--- src/rtl/delimited_token_splitter_assert.svh ---
// assertion macros for the delimited token splitter
`ifndef DELIMITED_TOKEN_SPLITTER_ASSERT_SVH
`define DELIMITED_TOKEN_SPLITTER_ASSERT_SVH

// same-cycle implication, checked on every rising clock edge out of reset
`define DTS_ASSERT_SAME(label, ante, cons) \
	label: assert property (@(posedge clk) disable iff (!arst_n) (ante) |-> (cons)) \
		else $error("dts check failed");

// next-cycle implication
`define DTS_ASSERT_NEXT(label, ante, cons) \
	label: assert property (@(posedge clk) disable iff (!arst_n) (ante) |=> (cons)) \
		else $error("dts check failed");

`endif

--- src/rtl/dts_pkg.sv ---
// shared types and constants of the delimited token splitter
package dts_pkg;

	localparam int CharW   = 8;
	localparam int TypeW   = 4;
	localparam int PairW   = 21;
	localparam int DataW   = 21;
	localparam int IndexW  = 3;
	localparam int PairRegs = 4;
	localparam int QDepth  = 4;

	localparam logic [CharW-1:0] SPACE_CH = 8'h20;
	localparam logic [CharW-1:0] LINE_END = 8'h00;

	typedef logic [IndexW-1:0] cfg_idx_t;

	localparam cfg_idx_t IDX_WORD_TYPE = cfg_idx_t'(PairRegs);

	typedef enum logic [1:0] {
		KIND_CHAR      = 2'd0,
		KIND_TOKEN_END = 2'd1,
		KIND_LINE_END  = 2'd2
	} kind_t;

	typedef struct packed {
		logic             en;
		logic [TypeW-1:0] ttype;
		logic [CharW-1:0] close_ch;
		logic [CharW-1:0] open_ch;
	} pair_t;

	typedef struct packed {
		logic             hit;
		logic [CharW-1:0] close_ch;
		logic [TypeW-1:0] ttype;
		logic [TypeW-1:0] word_type;
	} match_t;

	typedef struct packed {
		kind_t            kind;
		logic [CharW-1:0] out_char;
		logic [TypeW-1:0] token_type;
		logic             unclosed;
	} res_t;

	typedef struct packed {
		logic [1:0] n;
		res_t       r0;
		res_t       r1;
	} push_t;

endpackage

--- src/rtl/dts_in_if.sv ---
// character input channel
interface dts_in_if;
	logic                      valid;
	logic                      ready;
	logic [dts_pkg::CharW-1:0] ch;

	modport source (output valid, output ch, input ready);
	modport sink (input valid, input ch, output ready);
endinterface

--- src/rtl/dts_out_if.sv ---
// token result output channel
interface dts_out_if;
	logic                      valid;
	logic                      ready;
	logic [1:0]                kind;
	logic [dts_pkg::CharW-1:0] out_char;
	logic [dts_pkg::TypeW-1:0] token_type;
	logic                      unclosed;

	modport source (output valid, output kind, output out_char, output token_type,
		output unclosed, input ready);
	modport sink (input valid, input kind, input out_char, input token_type,
		input unclosed, output ready);
endinterface

--- src/rtl/dts_cfg.sv ---
// delimiter pair registers and priority match of the opening character
module dts_cfg #(
	parameter int PAIRS = 4
) (
	input  logic                       clk,
	input  logic                       arst_n,
	input  logic                       wr_en,
	input  dts_pkg::cfg_idx_t          wr_index,
	input  logic [dts_pkg::DataW-1:0]  wr_data,
	input  logic [dts_pkg::CharW-1:0]  ch,
	output dts_pkg::match_t            match
);

	localparam int NReg = (PAIRS < dts_pkg::PairRegs) ? PAIRS : dts_pkg::PairRegs;

	dts_pkg::pair_t                pair_q [NReg];
	logic [dts_pkg::TypeW-1:0]     word_type_q;

	always_ff @(posedge clk or negedge arst_n) begin
		if (!arst_n) begin
			for (int i = 0; i < NReg; i++) begin
				pair_q[i] <= '0;
			end
			word_type_q <= '0;
		end else if (wr_en) begin
			for (int i = 0; i < NReg; i++) begin
				if (wr_index == dts_pkg::cfg_idx_t'(i)) begin
					pair_q[i] <= dts_pkg::pair_t'(wr_data[dts_pkg::PairW-1:0]);
				end
			end
			if (wr_index == dts_pkg::IDX_WORD_TYPE) begin
				word_type_q <= wr_data[dts_pkg::TypeW-1:0];
			end
		end
	end

	// lowest numbered enabled pair wins
	always_comb begin
		match           = '0;
		match.word_type = word_type_q;
		for (int i = NReg - 1; i >= 0; i--) begin
			if (pair_q[i].en && (pair_q[i].open_ch == ch)) begin
				match.hit      = 1'b1;
				match.close_ch = pair_q[i].close_ch;
				match.ttype    = pair_q[i].ttype;
			end
		end
	end

endmodule

--- src/rtl/dts_step.sv ---
// tokenizer mode state and per-character result decision
module dts_step (
	input  logic                      clk,
	input  logic                      arst_n,
	input  logic                      fire,
	input  logic [dts_pkg::CharW-1:0] ch,
	input  dts_pkg::match_t           match,
	output dts_pkg::push_t            push
);

	typedef enum logic [1:0] {
		MODE_GAP   = 2'd0,
		MODE_WORD  = 2'd1,
		MODE_QUOTE = 2'd2
	} mode_t;

	mode_t                     mode_q, mode_d;
	logic [dts_pkg::CharW-1:0] close_q, close_d;
	logic [dts_pkg::TypeW-1:0] type_q, type_d;
	dts_pkg::push_t            push_d;

	always_comb begin
		mode_d  = mode_q;
		close_d = close_q;
		type_d  = type_q;
		push_d  = '0;
		case (mode_q)
			MODE_WORD: begin
				if (ch == dts_pkg::LINE_END) begin
					push_d.n                = 2'd2;
					push_d.r0.kind          = dts_pkg::KIND_TOKEN_END;
					push_d.r0.token_type    = type_q;
					push_d.r1.kind          = dts_pkg::KIND_LINE_END;
					mode_d                  = MODE_GAP;
				end else if (ch == dts_pkg::SPACE_CH) begin
					push_d.n                = 2'd1;
					push_d.r0.kind          = dts_pkg::KIND_TOKEN_END;
					push_d.r0.token_type    = type_q;
					mode_d                  = MODE_GAP;
				end else begin
					push_d.n                = 2'd1;
					push_d.r0.kind          = dts_pkg::KIND_CHAR;
					push_d.r0.out_char      = ch;
					push_d.r0.token_type    = type_q;
				end
			end
			MODE_QUOTE: begin
				if (ch == dts_pkg::LINE_END) begin
					push_d.n                = 2'd2;
					push_d.r0.kind          = dts_pkg::KIND_TOKEN_END;
					push_d.r0.token_type    = type_q;
					push_d.r0.unclosed      = 1'b1;
					push_d.r1.kind          = dts_pkg::KIND_LINE_END;
					mode_d                  = MODE_GAP;
				end else if (ch == close_q) begin
					push_d.n                = 2'd1;
					push_d.r0.kind          = dts_pkg::KIND_TOKEN_END;
					push_d.r0.token_type    = type_q;
					mode_d                  = MODE_GAP;
				end else begin
					push_d.n                = 2'd1;
					push_d.r0.kind          = dts_pkg::KIND_CHAR;
					push_d.r0.out_char      = ch;
					push_d.r0.token_type    = type_q;
				end
			end
			default: begin
				mode_d = MODE_GAP;
				if (ch == dts_pkg::LINE_END) begin
					push_d.n                = 2'd1;
					push_d.r0.kind          = dts_pkg::KIND_LINE_END;
				end else if (ch == dts_pkg::SPACE_CH) begin
					push_d.n                = 2'd0;
				end else if (match.hit) begin
					mode_d                  = MODE_QUOTE;
					close_d                 = match.close_ch;
					type_d                  = match.ttype;
				end else begin
					mode_d                  = MODE_WORD;
					type_d                  = match.word_type;
					push_d.n                = 2'd1;
					push_d.r0.kind          = dts_pkg::KIND_CHAR;
					push_d.r0.out_char      = ch;
					push_d.r0.token_type    = match.word_type;
				end
			end
		endcase
	end

	always_comb begin
		push = push_d;
		if (!fire) begin
			push.n = 2'd0;
		end
	end

	always_ff @(posedge clk or negedge arst_n) begin
		if (!arst_n) begin
			mode_q  <= MODE_GAP;
			close_q <= '0;
			type_q  <= '0;
		end else if (fire) begin
			mode_q  <= mode_d;
			close_q <= close_d;
			type_q  <= type_d;
		end
	end

endmodule

--- src/rtl/dts_res_fifo.sv ---
// result queue taking up to two results per cycle and giving one per cycle while the output is ready
module dts_res_fifo (
	input  logic           clk,
	input  logic           arst_n,
	input  dts_pkg::push_t push,
	output logic           room,
	output logic [$clog2(dts_pkg::QDepth):0] level,
	output logic           valid,
	input  logic           ready,
	output dts_pkg::res_t  head
);

	localparam int PtrW = $clog2(dts_pkg::QDepth);

	typedef logic [PtrW-1:0] ptr_t;
	typedef logic [PtrW:0]   cnt_t;

	dts_pkg::res_t ent_q [dts_pkg::QDepth];
	ptr_t          rd_q, wr_q;
	cnt_t          cnt_q;
	logic          pop;

	assign valid = (cnt_q != '0);
	assign pop   = valid && ready;
	assign room  = (cnt_q <= cnt_t'(dts_pkg::QDepth - 2));
	assign level = cnt_q;
	assign head  = ent_q[rd_q];

	always_ff @(posedge clk) begin
		if (push.n != 2'd0) begin
			ent_q[wr_q] <= push.r0;
		end
		if (push.n == 2'd2) begin
			ent_q[wr_q + ptr_t'(1)] <= push.r1;
		end
	end

	always_ff @(posedge clk or negedge arst_n) begin
		if (!arst_n) begin
			rd_q  <= '0;
			wr_q  <= '0;
			cnt_q <= '0;
		end else begin
			wr_q  <= wr_q + ptr_t'(push.n);
			if (pop) begin
				rd_q <= rd_q + ptr_t'(1);
			end
			cnt_q <= cnt_q + cnt_t'(push.n) - cnt_t'(pop);
		end
	end

endmodule

--- src/rtl/delimited_token_splitter.sv ---
// Splits a 0-terminated character stream into tokens: spaces are skipped between
// tokens, an enabled pair's opening character starts a quoted token that runs to
// its closing character, anything else starts a word that runs to a space. One
// character is taken per cycle, every cycle, as long as the four-entry result
// queue has room for two results; results leave one per cycle while the output
// is ready, so the sustained rate is one character per cycle, limited by the
// single-result output port when a token ends at the line end (two results for
// that character). Characters pass the input register, then the result queue.
// Configuration must be written only while the block is empty (not enforced).
`include "delimited_token_splitter_assert.svh"

module delimited_token_splitter #(
	parameter int PAIRS = 4
) (
	input  logic                          clk,
	input  logic                          arst_n,
	input  logic                          wr_en,
	input  dts_pkg::cfg_idx_t             wr_index,
	input  logic [dts_pkg::DataW-1:0]     wr_data,
	dts_in_if.sink                        chars,
	dts_out_if.source                     tokens
);

	logic                                 valid_s1;
	logic [dts_pkg::CharW-1:0]            ch_s1;
	logic                                 room;
	logic                                 fire;
	logic [$clog2(dts_pkg::QDepth):0]     level;
	dts_pkg::match_t                      match;
	dts_pkg::push_t                       push;
	dts_pkg::res_t                        head;

	assign chars.ready = !valid_s1 || room;
	assign fire        = valid_s1 && room;

	always_ff @(posedge clk or negedge arst_n) begin
		if (!arst_n) begin
			valid_s1 <= 1'b0;
		end else if (chars.ready) begin
			valid_s1 <= chars.valid;
		end
	end

	always_ff @(posedge clk) begin
		if (chars.valid && chars.ready) begin
			ch_s1 <= chars.ch;
		end
	end

	dts_cfg #(
		.PAIRS(PAIRS)
	) u_cfg (
		.clk     (clk),
		.arst_n  (arst_n),
		.wr_en   (wr_en),
		.wr_index(wr_index),
		.wr_data (wr_data),
		.ch      (ch_s1),
		.match   (match)
	);

	dts_step u_step (
		.clk   (clk),
		.arst_n(arst_n),
		.fire  (fire),
		.ch    (ch_s1),
		.match (match),
		.push  (push)
	);

	dts_res_fifo u_fifo (
		.clk   (clk),
		.arst_n(arst_n),
		.push  (push),
		.room  (room),
		.level (level),
		.valid (tokens.valid),
		.ready (tokens.ready),
		.head  (head)
	);

	assign tokens.kind       = head.kind;
	assign tokens.out_char   = head.out_char;
	assign tokens.token_type = head.token_type;
	assign tokens.unclosed   = head.unclosed;

	`DTS_ASSERT_SAME(a_no_overflow, 1'b1, level <= ($clog2(dts_pkg::QDepth)+1)'(dts_pkg::QDepth))
	`DTS_ASSERT_SAME(a_pair_ends_line, push.n == 2'd2, push.r1.kind == dts_pkg::KIND_LINE_END && push.r0.kind == dts_pkg::KIND_TOKEN_END)
	`DTS_ASSERT_NEXT(a_stall_holds, valid_s1 && !room, valid_s1 && $stable(ch_s1))
	`DTS_ASSERT_SAME(a_line_end_clean, tokens.valid && tokens.kind == dts_pkg::KIND_LINE_END, tokens.out_char == '0 && tokens.token_type == '0 && !tokens.unclosed)

endmodule
--- src/flat_wrapper.sv ---
// flat-port wrapper written by rule: the top's interface ports become plain ports
module delimited_token_splitter_flat 
#(
	parameter int PAIRS = 4
)
  (clk, arst_n, wr_en, wr_index, wr_data, chars_valid, chars_ch, chars_ready, tokens_valid, tokens_kind, tokens_out_char, tokens_token_type, tokens_unclosed, tokens_ready);
  dts_in_if chars_i ();
  dts_out_if tokens_i ();
  input  logic clk;
  input  logic arst_n;
  input  logic wr_en;
  input  dts_pkg::cfg_idx_t wr_index;
  input  logic [dts_pkg::DataW-1:0] wr_data;
  input wire logic [$bits(chars_i.valid)-1:0] chars_valid;
  input wire logic [$bits(chars_i.ch)-1:0] chars_ch;
  output wire logic [$bits(chars_i.ready)-1:0] chars_ready;
  output wire logic [$bits(tokens_i.valid)-1:0] tokens_valid;
  output wire logic [$bits(tokens_i.kind)-1:0] tokens_kind;
  output wire logic [$bits(tokens_i.out_char)-1:0] tokens_out_char;
  output wire logic [$bits(tokens_i.token_type)-1:0] tokens_token_type;
  output wire logic [$bits(tokens_i.unclosed)-1:0] tokens_unclosed;
  input wire logic [$bits(tokens_i.ready)-1:0] tokens_ready;
  assign chars_i.valid = chars_valid;
  assign chars_i.ch = chars_ch;
  assign chars_ready = chars_i.ready;
  assign tokens_valid = tokens_i.valid;
  assign tokens_kind = tokens_i.kind;
  assign tokens_out_char = tokens_i.out_char;
  assign tokens_token_type = tokens_i.token_type;
  assign tokens_unclosed = tokens_i.unclosed;
  assign tokens_i.ready = tokens_ready;
  delimited_token_splitter #(.PAIRS(PAIRS)) u_core (.clk(clk), .arst_n(arst_n), .wr_en(wr_en), .wr_index(wr_index), .wr_data(wr_data), .chars(chars_i), .tokens(tokens_i));
endmodule
--- config.mk ---
export PLATFORM = sky130hd
export DESIGN_NAME = delimited_token_splitter_flat
export DESIGN_NICKNAME = d
export VERILOG_FILES = /design/src/rtl/dts_pkg.sv /design/src/rtl/dts_in_if.sv /design/src/rtl/dts_out_if.sv /design/src/rtl/dts_cfg.sv /design/src/rtl/dts_step.sv /design/src/rtl/dts_res_fifo.sv /design/src/rtl/delimited_token_splitter.sv /design/src/flat_wrapper.sv
export VERILOG_INCLUDE_DIRS = /design/src /design/src/rtl
export SDC_FILE = /design/constraint.sdc
export NUM_CORES = 1
export LEC_CHECK = 0
export ABC_AREA = 1
export CELL_PAD_IN_SITES_DETAIL_PLACEMENT = 1
export CELL_PAD_IN_SITES_GLOBAL_PLACEMENT = 1
export CORE_ASPECT_RATIO = 1.5
export CORE_MARGIN = 2
export CORE_UTILIZATION = 43
export CTS_CLUSTER_SIZE = 30
export DETAILED_ROUTE_END_ITERATION = 16
export DONT_BUFFER_PORTS = 1
export PLACE_DENSITY_LB_ADDON = 0.1
export SKIP_LAST_GASP = 1
export SLEW_MARGIN = 10
export SYNTH_ARGS = -nofsm -noshare
export SYNTH_HDL_FRONTEND = slang
export SYNTH_SLANG_ARGS = --single-unit
--- constraint.sdc ---
create_clock -name clk -period 2.2 [get_ports clk]
set_input_delay 0.11 -clock clk [delete_from_list [all_inputs] [get_ports clk]]
set_output_delay 0.11 -clock clk [all_outputs]
set_load 0.02 [all_outputs]
==> flow_summary.json <==
{
  "grt_overflow": 0,
  "crit_required_ns": 2.58,
  "track_usage_pct": 30.86,
  "dieArea_sq_mm": 0.02191,
  "power.internal_w": 0.01006,
  "die_h_um": 180.3,
  "netSwitchingFraction_pct": 45.11,
  "drt_iter0_drc": 540,
  "row_count": 64,
  "power.switching_w": 0.008264,
  "worstReg2RegEnd": "u_core.u_fifo.level[2]",
  "ir_worst_vdd_uv": 657.0,
  "finalMaxSlewViolations": 0,
  "period_minus_slack_ns": 2.595,
  "criticalPathCategory": "flop to flop",
  "max-cap-violations": 0,
  "status": "finished, violations left",
  "dr.pass1.iters": 4,
  "setup_viol": 73,
  "violations": "hold timing, setup timing",
  "fin_skew_ns": 0.01636,
  "fp.dieW_um": 121.5,
  "synth_ff_type": "dfrtp_1",
  "path_clk_slew_ns": 0.08,
  "relSlewSlack_pct": 62.12,
  "seq_area_frac_synth_pct": 47.53,
  "cts_hold_buf": 29,
  "antenna_left": 0,
  "finalPower_w": 0.01832,
  "design_area_sq_mm": 0.01292,
  "path_cells": "inv_4 > nand4_1 > nor3_2 > inv_2 > nor2_4 > nand3_4 > ha_4 > fa_2 > xnor2_2 > xor2_1",
  "yosysWarnings": 0,
  "core_area_sq_mm": 0.02034,
  "finalWirelength_um": 37350,
  "syn-cell-area_sq_mm": 0.008907,
  "timing.hold.ws_ns": -0.6509,
  "dp_hpwl_um": 20130,
  "yosys.area.top_type": "dfrtp_1",
  "antenna_found_initial": 1,
  "ctsLongestPathBuffers": 2,
  "power_frac_comb_pct": 53.8,
  "grt_pass1_vias": 9590,
  "synth_cells": 1200,
  "num_vias": 9305,
  "fin_cells": 1659,
  "clkPwrFrac_pct": 17.3,
  "worstPathMaxFanout": 6,
  "drive_above_1_share_pct": 33.00,
  "power_frac_seq_pct": 28.9,
  "synth_nets": 1242,
  "synth_edf_count": 12,
  "drc": 0,
  "worstSkewPairLatency_ns": 0.46,
  "startpoint_type": "flop",
  "critPathTopFamily": "simple AND/OR/NAND/NOR gates",
  "start_util_pct": 43.79,
  "synth.avg_cell_area_sq_um": 7.423,
  "crit_arrival_ns": 2.97,
  "yosysMostFrequentCell": "nand2_1",
  "yosys_register_bits": 178,
  "async_reset_ff_share_pct": 61.80,
  "fmax_mhz": 385.3,
  "synth.distinct_cells": 38,
  "detail_route.wl_per_cell_um": 22.51,
  "powerDensity_mw_per_mm2": 1418,
  "timing.rr.start": "u_core.ch_s1[2]",
  "rsz0062_at_grt": "yes",
  "area_delta_synth_final_pct": 45.06,
  "worst_slack_ns": -0.3955,
  "yosysTopAreaCellShare_pct": 30.90,
  "path_buf_inv": 2,
  "numCtsBuffers": 17,
  "place_ws_ns": -0.3145,
  "port-buffer-count": 0,
  "reg2reg_setup_slack_ns": -0.40,
  "hold_violations": 110,
  "htreeDepth": 4,
  "tightest_slew_ns": 0.5676,
  "dp_cells": 1533,
  "grt_pass1_wl_um": 51710,
  "gp_congestion": 0.8849,
  "crit_path_end_kind": "flop",
  "cts_tree": "yes",
  "p_leak_nw": 6.183,
  "root_buffer": "clkbuf_16",
  "grt_max_degree": 111,
  "cts_sinks": 178,
  "period_share_pct": 118.0,
  "synthTopCellsByArea": "dfrtp_1, nand2_1, dfxtp_1",
  "yosys-top-cells-count": "nand2_1, nor2_1, o21ai_0, dfrtp_1, inv_1",
  "worst_r2r_path_depth": 10,
  "num_io_pins": 54,
  "critPathSlowestCell": "edfxtp_1",
  "hold_path_class": "input pin to asynchronous set/reset pin",
  "placedInstanceArea_sq_mm": 0.01002,
  "nets": 1423,
  "worstSetupStartpoint": "u_core.ch_s1[2]",
  "cp_slowest_stage_delay_ns": 0.47,
  "viasPerCell": 5.609
}
-- logic make-up (layout without fill, tap and decap cells) --
| group | after synthesis | in the layout | share of synthesized area [%] |
|---|---|---|---|
| and+or+nand+nor | 591 | 592 | 27.50 |
| muxes | 4 | 4 | 0.5057 |
| adders and majority gates | 5 | 5 | 0.7867 |
| AOI/OAI and AO/OA | 243 | 243 | 14.26 |
| other | 0 | 1 | 0 |
| DFF | 178 | 178 | 47.53 |
| xor gates and xnor gates | 18 | 18 | 1.770 |
| buffers and inverters | 161 | 354 | 7.641 |
-- repair_timing --
action	4_1_cts	5_1_grt
gates cloned	12	4
gates resized for setup	156	190
endpoints found under the hold margin	202	110
endpoints found under the setup margin	78	83
pin swaps	40	65
buffers inserted	34	27
-- worst register-to-register path, cell delays in order (launching register included) --
cell	delay, ns
edfxtp_1	0.47
inv_4	0.13
nand4_1	0.21
nor3_2	0.30
inv_2	0.08
nor2_4	0.17
nand3_4	0.11
ha_4	0.24
fa_2	0.42
xnor2_2	0.21
xor2_1	0.17
-- worst max-delay path by stage --
stage                     cells after the start  slack [ns]                          to
after floorplan                              10       -0.13      u_core.u_fifo.level[2]
after global placement                       13       -0.26      u_core.u_fifo.level[2]
after detailed placement                     13       -0.31      u_core.u_fifo.level[2]
after CTS                                    10       -0.19      u_core.u_fifo.level[2]
after global routing                         16       -0.49  u_core.u_fifo.ent_q[1][13]
final                                        10       -0.40      u_core.u_fifo.level[2]
-- power by group through the flow --
stage / clock network [W] / registers [W] / logic [W]
after CTS: 0.00318 / 0.00514 / 0.00817
after floorplan: 0 / 0.00494 / 0.00419
after global placement: 0 / 0.00511 / 0.00609
after global routing: 0.00333 / 0.00538 / 0.0105
after detailed placement: 0 / 0.00515 / 0.00624
final: 0.00316 / 0.00529 / 0.00986
-- per-stage QoR --
step                TNS, ns  utilization (%)
detailed placement   -12.81            49.24
finish               -20.47            63.53
floorplan           -0.1688                -
global route         -29.02            63.53
global placement     -5.418            49.24
CTS                  -5.938            58.75
-- per-layer routing --
metal | vias up | routed length (um) | global-route usage, %
li1 | 4258 | - | -
met1 | 4681 | 13520 | 33.54
met2 | 231 | 20360 | 57.80
met3 | 135 | 1089 | 4.114
met4 | 0 | 2379 | 14.71
met5 | - | 0 | 0
-- cells in the final DEF, fill, tap and decap left out, types with 8 or more instances in the layout --
| master | count |
|---|---|
| inv_1 | 86 |
| buf_4 | 134 |
| dlygate4sd3_1 | 29 |
| buf_16 | 9 |
| nand3_2 | 27 |
| a22o_1 | 8 |
| o21ai_1 | 8 |
| dfxtp_1 | 56 |
| inv_2 | 10 |
| o21ai_0 | 124 |
| a21oi_2 | 36 |
| nand4_1 | 8 |
| nand3_1 | 46 |
| nor2_1 | 127 |
| clkbuf_16 | 20 |
| nand2_1 | 241 |
| buf_12 | 13 |
| nand2_2 | 56 |
| a21oi_1 | 35 |
| nand2_4 | 16 |
| dfrtp_1 | 110 |
| nor2_2 | 25 |
| buf_6 | 30 |
| edfxtp_1 | 12 |
| nor2_4 | 8 |
| nand3_4 | 8 |
| o22ai_1 | 15 |
| nand2_8 | 12 |
-- state kept, by name, indices dropped and copies added (netlist names) --
| signal | count |
|---|---|
| u_core.u_step.close_q | 8 |
| u_core.u_fifo.ent_q | 60 |
| u_core.u_cfg.word_type_q | 4 |
| u_core.u_cfg.pair_q | 84 |
| u_core.u_fifo.wr_q | 2 |
| u_core.u_fifo.rd_q | 2 |
| u_core.u_step.type_q | 4 |
| u_core.ch_s1 | 8 |
| u_core.valid_s1 | 1 |
| u_core.u_fifo.level | 3 |
| u_core.u_step.mode_q | 2 |
-- cell type report --
class / instances / area (sq um)
fill: 2385 / 7418
timing repair buffer: 220 / 2247
inverter: 102 / 396.6
clock inverter: 14 / 160.2
antenna: 1 / 2.502
multi-input combinational: 862 / 5111
sequential: 178 / 4234
tap: 264 / 330.3
clock buffer: 18 / 439.2
Power figures use the tool's default switching activity.
